===== config.mk =====
export PLATFORM = sky130hd
export DESIGN_NAME = relative_strength_index
export DESIGN_NICKNAME = d
export VERILOG_FILES = /design/src/design/rsi_pkg.sv /design/src/design/relative_strength_index.sv /design/src/design/rsi_div.sv
export SDC_FILE = /design/constraint.sdc
export NUM_CORES = 2
export LEC_CHECK = 0
export ABC_AREA = 1
export BUFFER_PORTS_ARGS = -buffer_cell sky130_fd_sc_hd__buf_2
export CAP_MARGIN = 20
export CORE_MARGIN = 2
export CORE_UTILIZATION = 25
export DETAILED_ROUTE_END_ITERATION = 12
export PLACE_DENSITY_LB_ADDON = 0.12
export SYNTH_ARGS = -nofsm -noshare
export SYNTH_HDL_FRONTEND = slang
export SYNTH_SLANG_ARGS = --single-unit

===== constraint.sdc =====
create_clock -name clk -period 15.5 [get_ports clk]
set_input_delay 1.55 -clock clk [delete_from_list [all_inputs] [get_ports clk]]
set_output_delay 1.55 -clock clk [all_outputs]
set_load 0.02 [all_outputs]

===== src/design/rsi_pkg.sv =====
// shared widths, constants and divider control types for the rsi block
`timescale 1ns / 1ps

package rsi_pkg;

  localparam int PRICE_BITS    = 32;
  localparam int FRACTION_BITS = 16;
  localparam int AVG_BITS      = PRICE_BITS + FRACTION_BITS;
  localparam int RSI_BITS      = 23;
  localparam int PER_BITS      = 8;
  localparam int MUL_BITS      = AVG_BITS + PER_BITS;
  localparam int SUM_BITS      = MUL_BITS + 1;
  localparam int RSI_WIDE      = MUL_BITS + FRACTION_BITS;
  localparam int DIV_BITS      = AVG_BITS + 1;
  localparam int CNT_BITS      = $clog2(AVG_BITS + 1);

  localparam logic [PER_BITS-1:0] PER_RESET = PER_BITS'(14);
  localparam logic [PER_BITS-1:0] RSI_SCALE = PER_BITS'(100);
  localparam logic [RSI_BITS-1:0] RSI_FULL  = RSI_BITS'(100 << FRACTION_BITS);
  localparam logic [RSI_BITS-1:0] RSI_HALF  = RSI_BITS'(50 << FRACTION_BITS);

  typedef struct packed {
    logic                start;
    logic [CNT_BITS-1:0] steps;
  } div_req_t;

  typedef struct packed {
    logic busy;
    logic done;
  } div_stat_t;

endpackage


===== src/design/relative_strength_index.sv =====
// wilder rsi sequencer around one shared multiplier and one serial divider
//
// usage:
//   price requests come in on in_valid/in_ready, one result request
//   (rsi_value, is_ready) goes out on out_valid/out_ready for every price.
//   smoothing_period is written on cfg_valid/cfg_ready (always ready), by the
//   user only while the block is idle, which the block does not enforce;
//   zero acts as one. the first price after reset is only stored and answers
//   50 with is_ready low; later prices update the average gain and loss and
//   produce 100*G/(G+L) with 16 fraction bits.
// sequence:
//   a first price goes from idle through S_FIN into the output register.
//   a later price runs two average updates (multiply, load, 48 divider
//   steps, done) and then the rsi quotient (multiply, load, 23 steps)
//   before the output step; with zero average loss the rsi divide is
//   skipped. the divider produces one quotient bit per cycle.
//   in_ready is high only when the sequencer is idle, so one price is worked on at a time.
// reset: synchronous; period returns to 14, all history is cleared.
// stall: a result waits in the output register; the next price may be
//   accepted and worked on, and its result holds until out_ready frees it.
`timescale 1ns / 1ps

module relative_strength_index (
  input  logic                               clk,
  input  logic                               rst,
  input  logic                               in_valid,
  output logic                               in_ready,
  input  logic [rsi_pkg::PRICE_BITS-1:0]     price,
  output logic                               out_valid,
  input  logic                               out_ready,
  output logic [rsi_pkg::RSI_BITS-1:0]       rsi_value,
  output logic                               is_ready,
  input  logic                               cfg_valid,
  output logic                               cfg_ready,
  input  logic [rsi_pkg::PER_BITS-1:0]       smoothing_period
);
  import rsi_pkg::*;

  typedef enum logic [7:0] {
    S_IDLE  = 8'b00000001,
    S_MUL   = 8'b00000010,
    S_LOAD  = 8'b00000100,
    S_DIV   = 8'b00001000,
    S_RMUL  = 8'b00010000,
    S_RLOAD = 8'b00100000,
    S_RDIV  = 8'b01000000,
    S_FIN   = 8'b10000000
  } state_t;

  state_t                state;
  logic [PER_BITS-1:0]   period;
  logic [PRICE_BITS-1:0] last_price;
  logic                  have_last;
  logic [AVG_BITS-1:0]   avg_gain;
  logic [AVG_BITS-1:0]   avg_loss;
  logic [PER_BITS-1:0]   warm_cnt;
  logic                  warm;
  logic                  sel_loss;
  logic [AVG_BITS-1:0]   step_gain;
  logic [AVG_BITS-1:0]   step_loss;
  logic [MUL_BITS-1:0]   prod;
  logic [RSI_BITS-1:0]   res_rsi;

  logic [PER_BITS-1:0]   per;
  logic [PER_BITS-1:0]   cnt_inc;
  logic [AVG_BITS-1:0]   mul_a;
  logic [PER_BITS-1:0]   mul_k;
  logic [PER_BITS:0]     avg_div;
  logic [SUM_BITS-1:0]   sum;
  logic [RSI_WIDE-1:0]   rsi_num;
  logic [PRICE_BITS-1:0] delta;
  logic                  rising;

  div_req_t              div_req;
  div_stat_t             div_stat;
  logic [DIV_BITS-1:0]   div_rem;
  logic [AVG_BITS-1:0]   div_low;
  logic [DIV_BITS-1:0]   div_den;
  logic [AVG_BITS-1:0]   div_quo;

  assign in_ready  = (state == S_IDLE);
  assign cfg_ready = 1'b1;

  always_comb begin
    per     = (period == '0) ? PER_BITS'(1) : period;
    cnt_inc = warm_cnt + PER_BITS'(1);
    rising  = (price >= last_price);
    delta   = rising ? (price - last_price) : (last_price - price);

    // shared multiplier operands
    mul_a = (sel_loss && state != S_RMUL) ? avg_loss : avg_gain;
    if (state == S_RMUL) begin
      mul_k = RSI_SCALE;
    end else if (warm) begin
      mul_k = per - PER_BITS'(1);
    end else begin
      mul_k = warm_cnt;
    end

    avg_div = warm ? {1'b0, per} : ({1'b0, warm_cnt} + (PER_BITS+1)'(1));
    sum     = SUM_BITS'(prod) + SUM_BITS'(sel_loss ? step_loss : step_gain);
    rsi_num = {prod, {FRACTION_BITS{1'b0}}};

    div_req.start = (state == S_LOAD) || (state == S_RLOAD);
    if (state == S_RLOAD) begin
      // quotient is below 2^RSI_BITS, so only the low bits need steps
      div_req.steps = CNT_BITS'(RSI_BITS);
      div_rem       = DIV_BITS'(rsi_num >> RSI_BITS);
      div_low       = {rsi_num[RSI_BITS-1:0], {(AVG_BITS-RSI_BITS){1'b0}}};
      div_den       = DIV_BITS'(avg_gain) + DIV_BITS'(avg_loss);
    end else begin
      div_req.steps = CNT_BITS'(AVG_BITS);
      div_rem       = DIV_BITS'(sum[SUM_BITS-1:AVG_BITS]);
      div_low       = sum[AVG_BITS-1:0];
      div_den       = DIV_BITS'(avg_div);
    end
  end

  rsi_div u_div (
    .clk      (clk),
    .rst      (rst),
    .req      (div_req),
    .rem_init (div_rem),
    .low_init (div_low),
    .divisor  (div_den),
    .stat     (div_stat),
    .quotient (div_quo)
  );

  always_ff @(posedge clk) begin
    if (rst) begin
      state      <= S_IDLE;
      period     <= PER_RESET;
      last_price <= '0;
      have_last  <= 1'b0;
      avg_gain   <= '0;
      avg_loss   <= '0;
      warm_cnt   <= '0;
      warm       <= 1'b0;
      out_valid  <= 1'b0;
    end else begin
      if (cfg_valid) begin
        period <= smoothing_period;
      end
      if (out_valid && out_ready && state != S_FIN) begin
        out_valid <= 1'b0;
      end
      unique case (state)
        S_IDLE: begin
          if (in_valid) begin
            last_price <= price;
            have_last  <= 1'b1;
            if (!have_last) begin
              res_rsi <= RSI_HALF;
              state   <= S_FIN;
            end else begin
              step_gain <= rising ? {delta, {FRACTION_BITS{1'b0}}} : '0;
              step_loss <= rising ? '0 : {delta, {FRACTION_BITS{1'b0}}};
              sel_loss  <= 1'b0;
              state     <= S_MUL;
            end
          end
        end
        S_MUL: begin
          prod  <= MUL_BITS'(mul_a) * MUL_BITS'(mul_k);
          state <= S_LOAD;
        end
        S_LOAD: begin
          state <= S_DIV;
        end
        S_DIV: begin
          if (div_stat.done) begin
            if (sel_loss) begin
              avg_loss <= div_quo;
              if (!warm) begin
                warm_cnt <= cnt_inc;
                if (cnt_inc >= per) begin
                  warm <= 1'b1;
                end
              end
              state <= S_RMUL;
            end else begin
              avg_gain <= div_quo;
              sel_loss <= 1'b1;
              state    <= S_MUL;
            end
          end
        end
        S_RMUL: begin
          if (avg_loss == '0) begin
            res_rsi <= RSI_FULL;
            state   <= S_FIN;
          end else begin
            prod  <= MUL_BITS'(mul_a) * MUL_BITS'(mul_k);
            state <= S_RLOAD;
          end
        end
        S_RLOAD: begin
          state <= S_RDIV;
        end
        S_RDIV: begin
          if (div_stat.done) begin
            res_rsi <= div_quo[RSI_BITS-1:0];
            state   <= S_FIN;
          end
        end
        S_FIN: begin
          // hold the result until the output register is free
          if (!out_valid || out_ready) begin
            rsi_value <= res_rsi;
            is_ready  <= warm;
            out_valid <= 1'b1;
            state     <= S_IDLE;
          end
        end
        default: begin
          state <= S_IDLE;
        end
      endcase
    end
  end

  a_rsi_in_range: assert property (@(posedge clk) disable iff (rst)
    out_valid |-> rsi_value <= RSI_FULL)
    else $error("rsi result above full scale");

  a_idle_divider: assert property (@(posedge clk) disable iff (rst)
    in_ready |-> !div_stat.busy)
    else $error("price request taken while divider runs");

  a_done_in_wait: assert property (@(posedge clk) disable iff (rst)
    div_stat.done |-> (state == S_DIV || state == S_RDIV))
    else $error("divider finished outside a wait state");

endmodule


===== src/design/rsi_div.sv =====
// radix-2 restoring divider, one quotient bit per cycle
`timescale 1ns / 1ps

module rsi_div (
  input  logic                              clk,
  input  logic                              rst,
  input  rsi_pkg::div_req_t                 req,
  input  logic [rsi_pkg::DIV_BITS-1:0]      rem_init,
  input  logic [rsi_pkg::AVG_BITS-1:0]      low_init,
  input  logic [rsi_pkg::DIV_BITS-1:0]      divisor,
  output rsi_pkg::div_stat_t                stat,
  output logic [rsi_pkg::AVG_BITS-1:0]      quotient
);
  import rsi_pkg::*;

  logic [DIV_BITS-1:0] rem;
  logic [DIV_BITS-1:0] dreg;
  logic [AVG_BITS-1:0] low;
  logic [AVG_BITS-1:0] quo;
  logic [CNT_BITS-1:0] cnt;
  logic                busy;
  logic                done;
  logic [DIV_BITS+1:0] diff;
  logic                fits;

  // trial subtract of the shifted partial remainder
  always_comb begin
    diff = {1'b0, rem, low[AVG_BITS-1]} - {2'b00, dreg};
    fits = !diff[DIV_BITS+1];
  end

  always_ff @(posedge clk) begin
    if (rst) begin
      busy <= 1'b0;
      done <= 1'b0;
    end else begin
      done <= 1'b0;
      if (req.start) begin
        rem  <= rem_init;
        low  <= low_init;
        dreg <= divisor;
        quo  <= '0;
        cnt  <= req.steps;
        busy <= 1'b1;
      end else if (busy) begin
        if (fits) begin
          rem <= diff[DIV_BITS-1:0];
        end else begin
          rem <= {rem[DIV_BITS-2:0], low[AVG_BITS-1]};
        end
        low <= {low[AVG_BITS-2:0], 1'b0};
        quo <= {quo[AVG_BITS-2:0], fits};
        cnt <= cnt - CNT_BITS'(1);
        if (cnt == CNT_BITS'(1)) begin
          busy <= 1'b0;
          done <= 1'b1;
        end
      end
    end
  end

  assign stat.busy = busy;
  assign stat.done = done;
  assign quotient  = quo;

  a_rem_below_divisor: assert property (@(posedge clk) disable iff (rst)
    busy |-> rem < dreg)
    else $error("partial remainder not below divisor");

  a_no_restart: assert property (@(posedge clk) disable iff (rst)
    req.start |-> !busy)
    else $error("divider restarted while busy");

  a_done_ends_run: assert property (@(posedge clk) disable iff (rst)
    done |-> !busy && $past(busy))
    else $error("done without a finished run");

endmodule


==> metrics.yaml <==
outcome: "finished clean"
yosysUniqueCellTypes: 60
finalCritPeriodShare_pct: 49.6
h-tree-depth: 3
cts.repair.resized: 0
ctsHoldBuffers: 0
grt-ovfl-total: 0
insertion_delay_ns: 0.69
ant_nets: 0
fin_nets: 7496
r2r_slack_ns: 7.81
fin_area_mm2: 0.0541
ir_drop_v: 0.0000815
reg2reg_depth: 21
clock_sinks: 525
grt_pass1_wl_um: 287000
p_leak_nw: 24.8
ctsLongestPathBuffers: 3
cts_made_buffers: 70
crit_slowest_cell: "o21ai_0"
cts_root_buf: "clkbuf_16"
maxCapViolCount: 0
synthCells: 6895
drt_first_pass_iters: 5
syn_nets: 7501
placed_cell_area_mm2: 0.0516
synthToLayoutAreaGrowth_pct: 11.1
dr_total_vias: 43716
ys_seq_elements: 525
rows: 161
critPathLaunchType: "flip-flop"
fin_crit_ns: 7.69
hold_violations: 0
core_mm2: 0.193
synth_area_mm2: 0.0487
synth_common_cells: "nand2_1 (1811), inv_1 (1309), nor2_1 (806), a21oi_1 (502), o21ai_0 (379)"
fmax_ghz: 0.130
crit_chain: "inv_1 > o21ai_0 > nand2_1 > inv_2 > nand2_1 > fa_1 > inv_1 > fa_1 > inv_1 > fa_1 > inv_1 > ha_1 > nand2_1 > o21ai_0 > a21oi_1 > o21ai_0 > nand2_1 > nand2_1 > nand2_1 > nand3_1 > nand2_1"
drt-wirelength-per-cell_um: 20.3
synth_edf_count: 368
die_w_um: 445
antenna_found_initial: 10
post-cts-setup-buffer-count: 0
avgSynthCellArea_um2: 7.06
routed_via_density: 4.61
yosysTopAreaCellShare_pct: 22.7
finalSetupViolCount: 0
ys_async_sr_fraction_pct: 0
ys_warn_count: 0
synth.area.top_cells: "edfxtp_1 (23%), nand2_1 (14%), fa_1 (12%)"
start_util_pct: 25.2
fin_skew_ns: 0.0504
critPathKind: "reg -> reg"
rsz0062_at_grt: "false"
max-slew-margin-rel_pct: 23.5
worst_ep_arrival_time_ns: 8.12
dieHeight_um: 445
clk_pin_slew_worst_paths_ns: 0.06
worst_slew_pin_slew_ns: 1.15
track_usage_pct: 19.3
dpl.hpwl_um: 157000
place.gp.congestion: 0.918
io_pins: 72
p_per_area_mw_per_mm2: 81.7
tns_ns: 0
yosysMostFrequentCell: "nand2_1"
drc: 0
ys.flop_type: "edfxtp_1"
fin_util_pct: 28.0
detail_route.iter0.violations: 3164
cp_max_fo: 43
grt_pass1_vias: 43688
cpMostUsedCell: "nand2_1"
dieArea_mm2: 0.198
port_buffers: 70
critPathRequiredTime_ns: 15.93
slowest_delay_ns: 0.87
grt_max_degree: 103
drive_gt1_share_pct: 5.12
maxSlewViolCount: 0
hold_class: "reg -> reg"
cts_tree: "done"
whs_path_depth: 0
routed_wl_um: 192000
cp-end-kind: "flip-flop"
seq_area_frac_synth_pct: 29.2
yosys.area.top_type: "edfxtp_1"
power breakdown:
| part | internal, W | switching [W] | total [W] |
|---|---|---|---|
| logic | 0.000289 | 0.000723 | 0.00101 |
| clock network | 0.00106 | 0.000711 | 0.00177 |
| registers | 0.00161 | 0.0000319 | 0.00164 |
critical path: cells and delay by family (launching register included):
family | cells | cell delay, ns
buffers and inverters | 5 | 1.42
and+or+nand+nor | 8 | 1.29
AOI/OAI and AO/OA | 4 | 2.00
adders and majority gates | 4 | 1.91
DFF | 1 | 0.79
worst paths after layout:
path,start,endpoint
min,res_rsi[18],rsi_value[18]
max reg2reg,warm,prod[42]
max,warm,prod[42]
min reg2reg,res_rsi[18],rsi_value[18]
layer usage:
| layer | routed length, um | global-route usage [%] |
|---|---|---|
| met2 | 86700 | 31.1 |
| met1 | 91000 | 27.0 |
| met5 | 40 | 0 |
| met3 | 8460 | 2.04 |
| met4 | 5910 | 6.03 |
layout by cell type, fill, tap and decap left out, types with 157 or more instances in the layout:
cell      count
nand3_1     271
fa_1        281
dfxtp_1     157
nor2_1      804
nand2_1    1810
ha_1        280
inv_1      1307
o21ai_0     378
a21oi_1     502
edfxtp_1    368
cell type report:
type                       count  area (um2)
tap                         2526        3160
clock buffer                  88        1880
multi-input combinational   4832       28600
inverter                    1361        5110
fill                       21553      139000
clock inverter                42         568
antenna                        3        7.51
sequential                   525       14200
timing repair buffer         100         588
sequential cells by signal (all words and copies together) (netlist names), 6 cells and up:
name / flops
u_div.low: 48
prod: 56
period: 8
state: 8
warm_cnt: 8
step_loss: 32
u_div.quotient: 48
step_gain: 32
u_div.cnt: 6
last_price: 32
u_div.rem: 49
rsi_value: 23
u_div.dreg: 49
avg_loss: 48
avg_gain: 48
res_rsi: 23
metrics by stage:
stage / setup slack (ns) / power (W) / hold slack, ns / instances
after floorplan: 2.09 / 0.00236 / 0.400 / 6895
after global placement: 7.71 / 0.00269 / 0.402 / 9344
after detailed placement: 7.80 / 0.00268 / 0.406 / 9344
after CTS: 7.81 / 0.00448 / 0.399 / 9474
after global routing: 7.36 / 0.00466 / 0.423 / 9475
final: 7.81 / 0.00442 / 0.405 / 9477
cell families (layout without fill, tap and decap cells):
kind of cell	Yosys count	in the layout	synth area share [%]
XOR/XNOR	114	114	2.05
adder cells (fa/ha/maj)	561	561	18.8
flip-flops	525	525	29.2
other	1	4	0.00771
AND/OR/NAND/NOR	3100	3100	25.9
buffers and inverters	1538	1591	12.3
AO/OA/AOI/OAI	1056	1056	11.9
Power figures use the tool's default switching activity.
